$ cat src/hdl/nss_pkg.sv
// Types and constants of the nearest site search block.
package nss_pkg;

  localparam int COORD_BITS   = 16;
  localparam int DIST_BITS    = 34;
  localparam int IN_IDX_BITS  = 11;
  localparam int OUT_IDX_BITS = 10;

  typedef enum logic [1:0] {
    ACT_CLEAR   = 2'd0,
    ACT_APPEND  = 2'd1,
    ACT_NEAREST = 2'd2,
    ACT_DISC    = 2'd3
  } action_t;

  typedef enum logic {
    ST_DONE = 1'b0,
    ST_FULL = 1'b1
  } status_t;

  typedef struct packed {
    action_t                        action;
    logic signed [COORD_BITS-1:0]   x;
    logic signed [COORD_BITS-1:0]   y;
    logic [DIST_BITS-1:0]           radius_sq;
    logic [IN_IDX_BITS-1:0]         min_index;
    logic [IN_IDX_BITS-1:0]         ignore_index;
  } in_item_t;

  typedef struct packed {
    logic                           found;
    logic [OUT_IDX_BITS-1:0]        site_index;
    logic [DIST_BITS-1:0]           dist_sq;
    status_t                        status;
  } out_item_t;

endpackage

$ cat src/hdl/nss_dist.sv
// Three-stage exact squared distance pipeline with index tag.
module nss_dist #(
  parameter int IDX_W = 10
) (
  input  logic                                   clk,
  input  logic                                   rst_n,
  input  logic                                   in_valid,
  input  logic [IDX_W-1:0]                       in_idx,
  input  logic signed [nss_pkg::COORD_BITS-1:0]  site_x,
  input  logic signed [nss_pkg::COORD_BITS-1:0]  site_y,
  input  logic signed [nss_pkg::COORD_BITS-1:0]  query_x,
  input  logic signed [nss_pkg::COORD_BITS-1:0]  query_y,
  output logic                                   out_valid,
  output logic [IDX_W-1:0]                       out_idx,
  output logic [nss_pkg::DIST_BITS-1:0]          out_dist,
  output logic                                   busy
);

  localparam int CB = nss_pkg::COORD_BITS;

  logic signed [CB:0]     diff_x;
  logic signed [CB:0]     diff_y;
  logic signed [CB:0]     mag_x;
  logic signed [CB:0]     mag_y;

  logic                   v1_r;
  logic [IDX_W-1:0]       idx1_r;
  logic [CB-1:0]          ax1_r;
  logic [CB-1:0]          ay1_r;

  logic                   v2_r;
  logic [IDX_W-1:0]       idx2_r;
  logic [2*CB-1:0]        sx2_r;
  logic [2*CB-1:0]        sy2_r;

  logic                   v3_r;
  logic [IDX_W-1:0]       idx3_r;
  logic [nss_pkg::DIST_BITS-1:0] d3_r;

  assign diff_x = {site_x[CB-1], site_x} - {query_x[CB-1], query_x};
  assign diff_y = {site_y[CB-1], site_y} - {query_y[CB-1], query_y};
  assign mag_x  = diff_x[CB] ? -diff_x : diff_x;
  assign mag_y  = diff_y[CB] ? -diff_y : diff_y;

  always_ff @(posedge clk) begin
    if (!rst_n) begin
      v1_r <= 1'b0;
      v2_r <= 1'b0;
      v3_r <= 1'b0;
    end else begin
      v1_r <= in_valid;
      v2_r <= v1_r;
      v3_r <= v2_r;
    end
    idx1_r <= in_idx;
    ax1_r  <= mag_x[CB-1:0];
    ay1_r  <= mag_y[CB-1:0];
    idx2_r <= idx1_r;
    sx2_r  <= ax1_r * ax1_r;
    sy2_r  <= ay1_r * ay1_r;
    idx3_r <= idx2_r;
    d3_r   <= nss_pkg::DIST_BITS'(sx2_r) + nss_pkg::DIST_BITS'(sy2_r);
  end

  assign out_valid = v3_r;
  assign out_idx   = idx3_r;
  assign out_dist  = d3_r;
  assign busy      = v1_r | v2_r | v3_r;

endmodule

$ cat config.mk
export PLATFORM = sky130hd
export DESIGN_NAME = nss_dist
export DESIGN_NICKNAME = d
export VERILOG_FILES = /design/src/hdl/nss_pkg.sv /design/src/hdl/nss_dist.sv
export SDC_FILE = /design/constraint.sdc
export NUM_CORES = 1
export LEC_CHECK = 0
export BUFFER_PORTS_ARGS = -buffer_cell sky130_fd_sc_hd__buf_2
export CORE_MARGIN = 2
export CORE_UTILIZATION = 50
export DETAILED_ROUTE_END_ITERATION = 8
export GPL_TIMING_DRIVEN = 0
export PLACE_DENSITY = 0.78
export SLEW_MARGIN = 20
export SYNTH_ARGS = -nofsm -noshare
export SYNTH_HDL_FRONTEND = slang
export SYNTH_SLANG_ARGS = --single-unit
$ cat constraint.sdc
create_clock -name clk -period 8.7 [get_ports clk]
set_input_delay 1.305 -clock clk [delete_from_list [all_inputs] [get_ports clk]]
set_output_delay 1.305 -clock clk [all_outputs]
set_load 0.02 [all_outputs]
Yosys cells after proc, flatten, opt, wreduce, memory -nomap -nowiden

Cells that the tools add are included.

Output and inout port bits: 46
Register bits after elaboration: 162
Input port bits: 77

$add $sub $neg: 5
Mux-type cells: 2
Bitwise logic cells: 2
Multipliers: 2

Operators by type and width:

| cell                         | count |
|---|---|
| multiplier 16 x 16 -> 32 bit | 2 |
| subtractor 16 x 16 -> 17 bit | 2 |
| adder 32 x 32 -> 33 bit      | 1 |
| 2-to-1 mux 16 bit            | 2 |
| negation 16 bit              | 2 |
| bitwise OR 1 bit             | 2 |

Logic depth before layout (Yosys ltp)

Gate-level depths: netlist (run 1).

Word-level depth: 3
Depth in mapped cells: 26
Mapped depth without buffers: 24

Worst setup path after synthesis (run 1)

Ideal clock, no wire load.

Kind: reg2reg
Start: register ax1_r[1]
End: register sx2_r[27]
Stages on the path, launching flop included: 23
Library setup time: 0.072 ns
Data required time: 8.628 ns
Clock period less this slack: 6.245 ns
Path slack: 2.455 ns
Arrival time: 6.173 ns
Cells stage by stage: dfxtp_1 clkbuf_1 clkbuf_1 nand2_1 fa_1 inv_1 fa_1 inv_1 fa_1 fa_1 fa_1 fa_1 inv_1 ha_1 a21o_1 a2111o_1 o21ba_2 a41o_1 o21ai_0 a21oi_1 a21oi_1 nor2b_1 xnor2_1

Longest elaborated chain between the ends: 1

RTL lines:

| item                         | line           | text |
|---|---|---|
| start, declared              | nss_dist.sv:28 | `logic [CB-1:0] ax1_r;` |
| start signal, assigned       | nss_dist.sv:56 | `ax1_r <= mag_x[CB-1:0];` |
| multiplier 16 x 16 -> 32 bit | nss_dist.sv:59 | `sx2_r <= ax1_r * ax1_r;` |
| end signal, assigned         | nss_dist.sv:59 |  |
| end, declared                | nss_dist.sv:33 | `logic [2*CB-1:0] sx2_r;` |

Every way passes these cells.
A chain may end at the register's enable or synchronous reset.

Worst setup path after layout (run 1)

Ends and elaborated chain as after synthesis.

==> metrics.md, run 1 <==
| Metric | Value |
|---|---|
| Initial Util | `0.504` |
| Critical path arrival | `7.78 ns` |
| Post-CTS setup buffer count | `0` |
| Share of cells above drive strength 1 | `0.0721` |
| Placer Congestion | `0.937` |
| Die area | `0.0437 mm²` |
| Port Buf Inserts | `121` |
| Residual DRC count | `0` |
| Number of synthesized flops with an enable pin | `0` |
| R2R Path Start | `ax1_r[1]` |
| Worst hold stages | `0` |
| Post-layout minimum cycle time | `7.39 ns` |
| CTS Hold Bufs | `0` |
| Fin. Hold Viols | `0` |
| Crit share post-route | `0.850` |
| Clk_skew | `0.0122 ns` |
| RSZ-0062 raised after global routing | `no` |
| Final WL | `44200 µm` |
| Reg-to-Reg End | `sx2_r[27]` |
| Vias in the first global route | `16500` |
| Fmax | `135 MHz` |
| Row Count | `75` |
| TritonCTS buffer count | `17` |
| Post-Layout Cell Count | `3007` |
| # clock sinks | `160` |
| Ys Warns | `0` |
| Total grt overflow | `0` |
| Status | `finished, final reports clean` |
| Diodes inserted | `0` |
| Syn_area_per_cell | `9.09 µm²` |
| # fillers | `3590` |
| CTS H-tree lvls | `4` |
| I/O pins | `123` |
| Post-synthesis cell count | `2315` |
| Die Height | `209 µm` |
| MaxCap Viol Count | `0` |
| Setup CP Type | `reg2reg` |
| Worst setup SP type | `register` |
| Die width | `209 µm` |
| Netlist Area Pre-Place | `0.0210 mm²` |
| Post-synth ARST share | `0` |
| First-pass GRT wire length | `75200 µm` |
| Post-synthesis sequential area ratio | `0.152` |
| Syn nets | `2983` |
| Setup violators final | `0` |
| CTS tree | `done` |
| Vias/cell | `5.23` |
| Initial antenna violation count | `2` |
| DR WL/cell | `14.7 µm` |
| Area Overhead vs Synth | `8.88%` |
| Post-route antenna net violation count | `0` |
| DR vias | `15700` |
| R2r setup slk | `1.31 ns` |
| Placed cells | `2975` |
| Fin. max-slew vios | `0` |
| CP max FO | `10` |
| CTS clk-pin slew, worst paths | `0.07 ns` |
| Worst min path class | `reg2reg` |
| Clock Latency Late Sink | `0.46 ns` |
| CTS resizes | `0` |
| Core Area | `0.0418 mm²` |
| Max_slew headroom | `0.515` |
| Drt pass-1 iters | `5` |
| Hold Startpoint | `idx2_r[7]` |
| Final core occ | `0.549` |
| Synth Flop Type | `dfxtp_1` |
| Root buffer cell | `clkbuf_16` |
| Post-DP HPWL | `36900 µm` |
| Starting DRC count in detailed routing | `827` |
| Worst reg2reg path depth | `22` |
| Netlist cell types | `72` |
| Least-Margin Pin Slew | `0.722 ns` |
| Maximum root-to-sink buffer count | `2` |
| Layout net count | `3123` |
| Critical Path Sink Type | `register` |
| Worst Hold Path EP | `out_idx[7]` |
| FF+latch count, synth | `160` |
| Setup tns final | `0 ns` |
| GRT Total Usage | `0.213` |
| Worst setup path start | `ax1_r[1]` |
| Critical Path RT | `9.09 ns` |
| Largest net degree at the start of global routing | `19` |
==> area by class of cell <==
class                   instances  area [µm²]  share of cell area
clock buffers                  17         425              0.0186
repair buffers                121         606              0.0264
inverters                     558        2090              0.0914
plain buffers                  44         185             0.00808
flip-flops and latches        160        3200               0.140
multi-input cells            1553       15600               0.679
well taps                     539         674              0.0294
clock inverters                15         164             0.00715
==> synthesized netlist by cell type, drive strengths merged (4+ instances only) <==
master / number / area (µm²)
nand3: 29 / 145
a21o: 39 / 293
a31oi: 9 / 56.3
inv: 558 / 2090
o21a: 16 / 120
xnor2: 95 / 832
a31o: 5 / 43.8
nor4: 4 / 25.0
a211o: 7 / 61.3
o2111ai: 5 / 43.8
xor2: 46 / 403
clkbuf: 40 / 150
nor2b: 20 / 125
or2: 10 / 62.6
a21oi: 79 / 395
ha: 265 / 3320
nand2: 192 / 721
and3: 11 / 73.8
dfxtp: 160 / 3200
a211oi: 17 / 128
o41ai: 4 / 42.6
o21bai: 12 / 90.1
buf: 4 / 35.0
or3: 10 / 62.6
nand4: 5 / 31.3
nand2b: 18 / 113
fa: 326 / 6530
o31ai: 9 / 67.6
o211ai: 5 / 37.5
nor3: 20 / 100
and2: 84 / 526
nor2: 105 / 394
o21ai: 56 / 284
==> logic make-up after synthesis <==
group	share of synthesized area
buffers and inverters	0.108
and+or+nand+nor	0.118
adders and majority gates	0.468
xor gates and xnor gates	0.0587
DFF	0.152
other	0.000178
muxes	0.00155
AOI/OAI and AO/OA	0.0933
==> cells in the final DEF, fill, tap and decap left out, types with 46 or more instances in the layout <==
cell	instances
xnor2_1	95
inv_1	558
dfxtp_1	160
xor2_1	46
buf_2	122
and2_1	84
nand2_1	192
fa_1	326
a21oi_1	79
ha_1	265
nor2_1	105
==> critical path: stages (launching register included) <==
cell and delay [ns]:
dfxtp_1 0.32, clkbuf_1 0.44, clkbuf_1 0.52, nand2_1 0.19, fa_1 0.58, inv_1 0.06
fa_1 0.53, inv_1 0.05, fa_1 0.49, fa_1 0.57, fa_1 0.42, fa_1 0.49
inv_1 0.04, ha_1 0.34, a21o_1 0.22, a2111o_1 0.41, o21ba_2 0.23, a41o_1 0.27
o21ai_0 0.33, a21oi_1 0.18, a21oi_1 0.29, nor2b_1 0.21, xnor2_1 0.13
==> registers in the layout (all words and copies together), names as in the netlist <==
signal / flops
out_idx: 10
sy2_r: 31
v1_r: 1
idx1_r: 10
v2_r: 1
sx2_r: 31
out_valid: 1
out_dist: 33
ay1_r: 16
ax1_r: 16
idx2_r: 10
==> metrics by stage <==
step / hold slack [ns] / setup WS, ns / area (µm²)
floorplan: 0.310 / 2.45 / 21000
global placement: 0.310 / 1.45 / 22300
detailed placement: 0.312 / 1.39 / 22300
CTS: 0.330 / 1.37 / 22900
global route: 0.332 / 0.838 / 22900
finish: 0.327 / 1.31 / 22900
==> metal layers <==
layer  wire length (µm)  track usage  vias to the layer above
met5                  0            0                        -
met4               1020       0.0643                        0
met3               3350       0.0494                       84
met2              21500        0.361                      480
met1              18400        0.272                     7682
li1                   -            -                     7488
==> worst max-delay path by stage <==
stage	endpoint	slack (ns)	cells after the start
global placement	sx2_r[31]	1.45	22
floorplan	sx2_r[27]	2.45	22
global route	sx2_r[29]	0.84	22
detailed placement	sx2_r[31]	1.39	22
finish	sx2_r[27]	1.31	22
CTS	sx2_r[27]	1.37	22
Power of run 1 is left out: the tool's default activity adds up to more than one toggle a clock period on the data nets, which glitch-free logic cannot reach.
==> run 2: changes to the inputs <==
- ABC_AREA: default -> 1
- PLACE_DENSITY: 0.78 -> 0.8
- clock period: 8.7 -> 6.1 ns (I/O delays scaled with it)
==> run 2 against run 1 <==
Final cell count increased by 18%. Critical endpoint is now sy2_r[24]. First-iteration DRC count increased by 68%. Register-to-register slack got worse by 1.2 ns. Global-route usage increased by 1.1 points. Largest cell class unchanged.
==> metrics.md, run 2 <==
| Metric | Value |
|---|---|
| CTS tree | `done (unchanged)` |
| Slowest CP cell | `dfxtp_1 (was fa_1)` |
| Least-Margin Pin Slew | `0.622 ns (was 0.722 ns)` |
| Area Overhead vs Synth | `9.22% (was 8.88%)` |
| Multi-input logic area | `0.0160 mm² (was 0.0156 mm²)` |
| Row Count | `77 (was 75)` |
| Post-DP HPWL | `42200 µm (was 36900 µm)` |
| Met3 wire length | `3800 µm (was 3350 µm)` |
| Post-route antenna net violation count | `0 (unchanged)` |
| FF+latch count, synth | `160 (unchanged)` |
| Fmax | `168 MHz (was 135 MHz)` |
| Netlist Area Pre-Place | `0.0223 mm² (was 0.0210 mm²)` |
| R2R Path Start | `ay1_r[6] (was ax1_r[1])` |
| Number of synthesized flops with an enable pin | `0 (unchanged)` |
| CP bufs+invs | `5 (unchanged)` |
| Ys Warns | `0 (unchanged)` |
| DR WL/cell | `14.0 µm (was 14.7 µm)` |
| GRT Total Usage | `0.225 (was 0.213)` |
| Drt pass-1 iters | `6 (was 5)` |
| Worst Hold Path EP | `idx2_r[5] (was out_idx[7])` |
| TritonCTS buffer count | `17 (unchanged)` |
| Worst min path class | `reg2reg (unchanged)` |
| Residual DRC count | `0 (unchanged)` |
| Worst reg2reg path depth | `19 (was 22)` |
| Layout net count | `3607 (was 3123)` |
| Worst-path cell chain | `clkbuf_2 -> nand2_1 -> fa_1 -> fa_1 -> inv_1 -> fa_1 -> fa_1 -> fa_1 -> inv_1 -> fa_1 -> inv_1 -> ha_1 -> a21oi_1 -> o21ai_0 -> a21oi_1 -> a21boi_1 -> inv_1 -> a21oi_1 -> xnor2_1 (was clkbuf_1 -> clkbuf_1 -> nand2_1 -> fa_1 -> inv_1 -> fa_1 -> inv_1 -> fa_1 -> fa_1 -> fa_1 -> fa_1 -> inv_1 -> ha_1 -> a21o_1 -> a2111o_1 -> o21ba_2 -> a41o_1 -> o21ai_0 -> a21oi_1 -> a21oi_1 -> nor2b_1 -> xnor2_1)` |
| Die width | `215 µm (was 209 µm)` |
| Synth top cells by count | `inv_1 (756), nand2_1 (593), fa_1 (326) (was inv_1 (558), fa_1 (326), ha_1 (265))` |
| CTS clk-pin slew, worst paths | `0.07 ns (about the same)` |
| Post-layout minimum cycle time | `5.95 ns (was 7.39 ns)` |
| Hold Startpoint | `idx1_r[5] (was idx2_r[7])` |
| Critical Path RT | `6.48 ns (was 9.09 ns)` |
| Vias/cell | `5.04 (was 5.23)` |
| CTS Hold Bufs | `0 (unchanged)` |
| Most Frequent Cell on Critical Path | `fa_1 (unchanged)` |
| Die Height | `215 µm (was 209 µm)` |
| CP top delay family | `adder cells (unchanged)` |
| Critical Path Sink Type | `register (unchanged)` |
| Status | `finished, final reports clean (unchanged)` |
| Reg-to-Reg End | `sy2_r[24] (was sx2_r[27])` |
| CP peak stage delay | `0.61 ns (was 0.58 ns)` |
| Vias in the first global route | `18000 (was 16500)` |
| Critical path arrival | `6.33 ns (was 7.78 ns)` |
| Largest net degree at the start of global routing | `17 (was 19)` |
| CP max FO | `10 (unchanged)` |
| Fin. Hold Viols | `0 (unchanged)` |
| Most frequent cells in the layout | `inv_1 (756), nand2_1 (593), fa_1 (326), ha_1 (265), dfxtp_1 (137) (was inv_1 (558), fa_1 (326), ha_1 (265), nand2_1 (192), dfxtp_1 (160))` |
| Met1 wire length | `21900 µm (was 18400 µm)` |
| Syn nets | `3486 (was 2983)` |
| Met2 Wirelength | `22600 µm (was 21500 µm)` |
| Port Buf Inserts | `121 (unchanged)` |
| Area leader, netlist | `fa_1 (unchanged)` |
| Initial Util | `0.504 (about the same)` |
| Clk_skew | `0.00993 ns (was 0.0122 ns)` |
| Core Area | `0.0441 mm² (was 0.0418 mm²)` |
| Root buffer cell | `clkbuf_16 (unchanged)` |
| Initial antenna violation count | `2 (unchanged)` |
| DR vias | `17900 (was 15700)` |
| Post-synthesis cell count | `2818 (was 2315)` |
| Placer Congestion | `0.954 (was 0.937)` |
| Worst setup SP type | `register (unchanged)` |
| Total grt overflow | `0 (unchanged)` |
| Count leader, synth | `inv_1 (unchanged)` |
| # fillers | `4050 (was 3590)` |
| Share of cells above drive strength 1 | `0.0881 (was 0.0721)` |
| Crit share post-route | `0.975 (was 0.850)` |
| Highest metal used | `met4 (unchanged)` |
| Fin. max-slew vios | `0 (unchanged)` |
| Final WL | `49600 µm (was 44200 µm)` |
| Top post-synthesis cells by area | `fa_1 (29%), ha_1 (15%), dfxtp_1 (14%), inv_1 (13%), nand2_1 (10%) (was fa_1 (31%), ha_1 (16%), dfxtp_1 (15%), inv_1 (10%), xnor2_1 (4.0%))` |
| Reg area | `0.00323 mm² (was 0.00320 mm²)` |
| CTS H-tree lvls | `4 (unchanged)` |
| Setup CP Type | `reg2reg (unchanged)` |
| MaxCap Viol Count | `0 (unchanged)` |
| Max_slew headroom | `0.585 (was 0.515)` |
| Starting DRC count in detailed routing | `1390 (was 827)` |
| Maximum root-to-sink buffer count | `2 (unchanged)` |
| Final core occ | `0.551 (was 0.549)` |
| Setup violators final | `0 (unchanged)` |
| Worst hold stages | `0 (unchanged)` |
| Most common cell after layout, fill and taps aside | `inv_1 (unchanged)` |
| Post-synth ARST share | `0 (unchanged)` |
| Syn_area_per_cell | `7.90 µm² (was 9.09 µm²)` |
| # clock sinks | `160 (unchanged)` |
| First-pass GRT wire length | `84200 µm (was 75200 µm)` |
| Max reg flops | `33 (unchanged)` |
| Diodes inserted | `0 (unchanged)` |
| Clock Latency Late Sink | `0.45 ns (was 0.46 ns)` |
| Die area | `0.0462 mm² (was 0.0437 mm²)` |
| Netlist cell types | `46 (was 72)` |
| Synth Flop Type | `dfxtp_1 (unchanged)` |
| I/O pins | `123 (unchanged)` |
| R2r setup slk | `0.15 ns (was 1.31 ns)` |
| Hold Slack | `0.326 ns (was 0.327 ns)` |
| Post-synthesis sequential area ratio | `0.144 (was 0.152)` |
| Yosys top cell area share | `0.293 (was 0.310)` |
-- run 2: cell count changes after synthesis, moves of 43 or more --
cell | previous run | this run
and2_1 | 84 | 2
xnor2_1 | 95 | 45
a21oi_1 | 79 | 131
xor2_1 | 46 | 89
nand2_1 | 192 | 593
inv_1 | 558 | 756
-- run 2: logic make-up after synthesis --
kind of cell / Yosys count / synth area share
and+or+nand+nor: 860 / 0.157
buffers and inverters: 822 / 0.139
adders and majority gates: 591 / 0.442
AOI/OAI and AO/OA: 248 / 0.0626
DFF: 160 / 0.144
xor gates and xnor gates: 136 / 0.0547
other: 1 / 0.000168
-- run 2: worst max-delay path by stage --
stage / from / to / slack (ns) / cells after the start
5_1_grt: ay1_r[6] / sy2_r[31] / -0.002 / 20
3_5_place_dp: ax1_r[4] / sx2_r[25] / -0.33 / 21
4_1_cts: ay1_r[13] / sy2_r[24] / 0.003 / 22
6_report: ay1_r[6] / sy2_r[24] / 0.15 / 19
3_3_place_gp: ax1_r[4] / sx2_r[29] / -0.31 / 19
2_1_floorplan: ay1_r[11] / sy2_r[24] / 0.64 / 20
-- run 2: metal layers --
layer	GRT usage	vias to the layer above
li1	-	8617
met1	0.307	8565
met2	0.364	590
met3	0.0364	87
met4	0.0766	0
met5	0	-
-- run 2: layout make-up --
type | count | area share
multi-input cells | 1836 | 0.658
flip-flops and latches | 160 | 0.133
inverters | 758 | 0.117
well taps | 592 | 0.0305
repair buffers | 122 | 0.0252
clock buffers | 17 | 0.0175
plain buffers | 44 | 0.0107
clock inverters | 15 | 0.00844
-- run 2: timing repair --
| action | 4_1_cts | 5_1_grt |
|---|---|---|
| pin swaps | 0 | 1 |
| gates resized for setup | 36 | 68 |
| gates cloned | 0 | 0 |
| endpoints found under the setup margin | 25 | 29 |
| setup buffers | 0 | 1 |
-- run 2: metrics by stage --
| stage | instances | worst slack, ns | area [µm²] | setup TNS [ns] |
|---|---|---|---|---|
| finish | 3544 | 0.153 | 24300 | 0 |
| global route | 3544 | -0.00248 | 24300 | -0.00270 |
| CTS | 3555 | 0.00300 | 24300 | 0 |
| detailed placement | 3531 | -0.331 | 23600 | -3.48 |
| global placement | 3531 | -0.315 | 23600 | -2.75 |
| floorplan | 2818 | 0.636 | 22300 | 0 |
Power of run 2 is left out for the same reason.
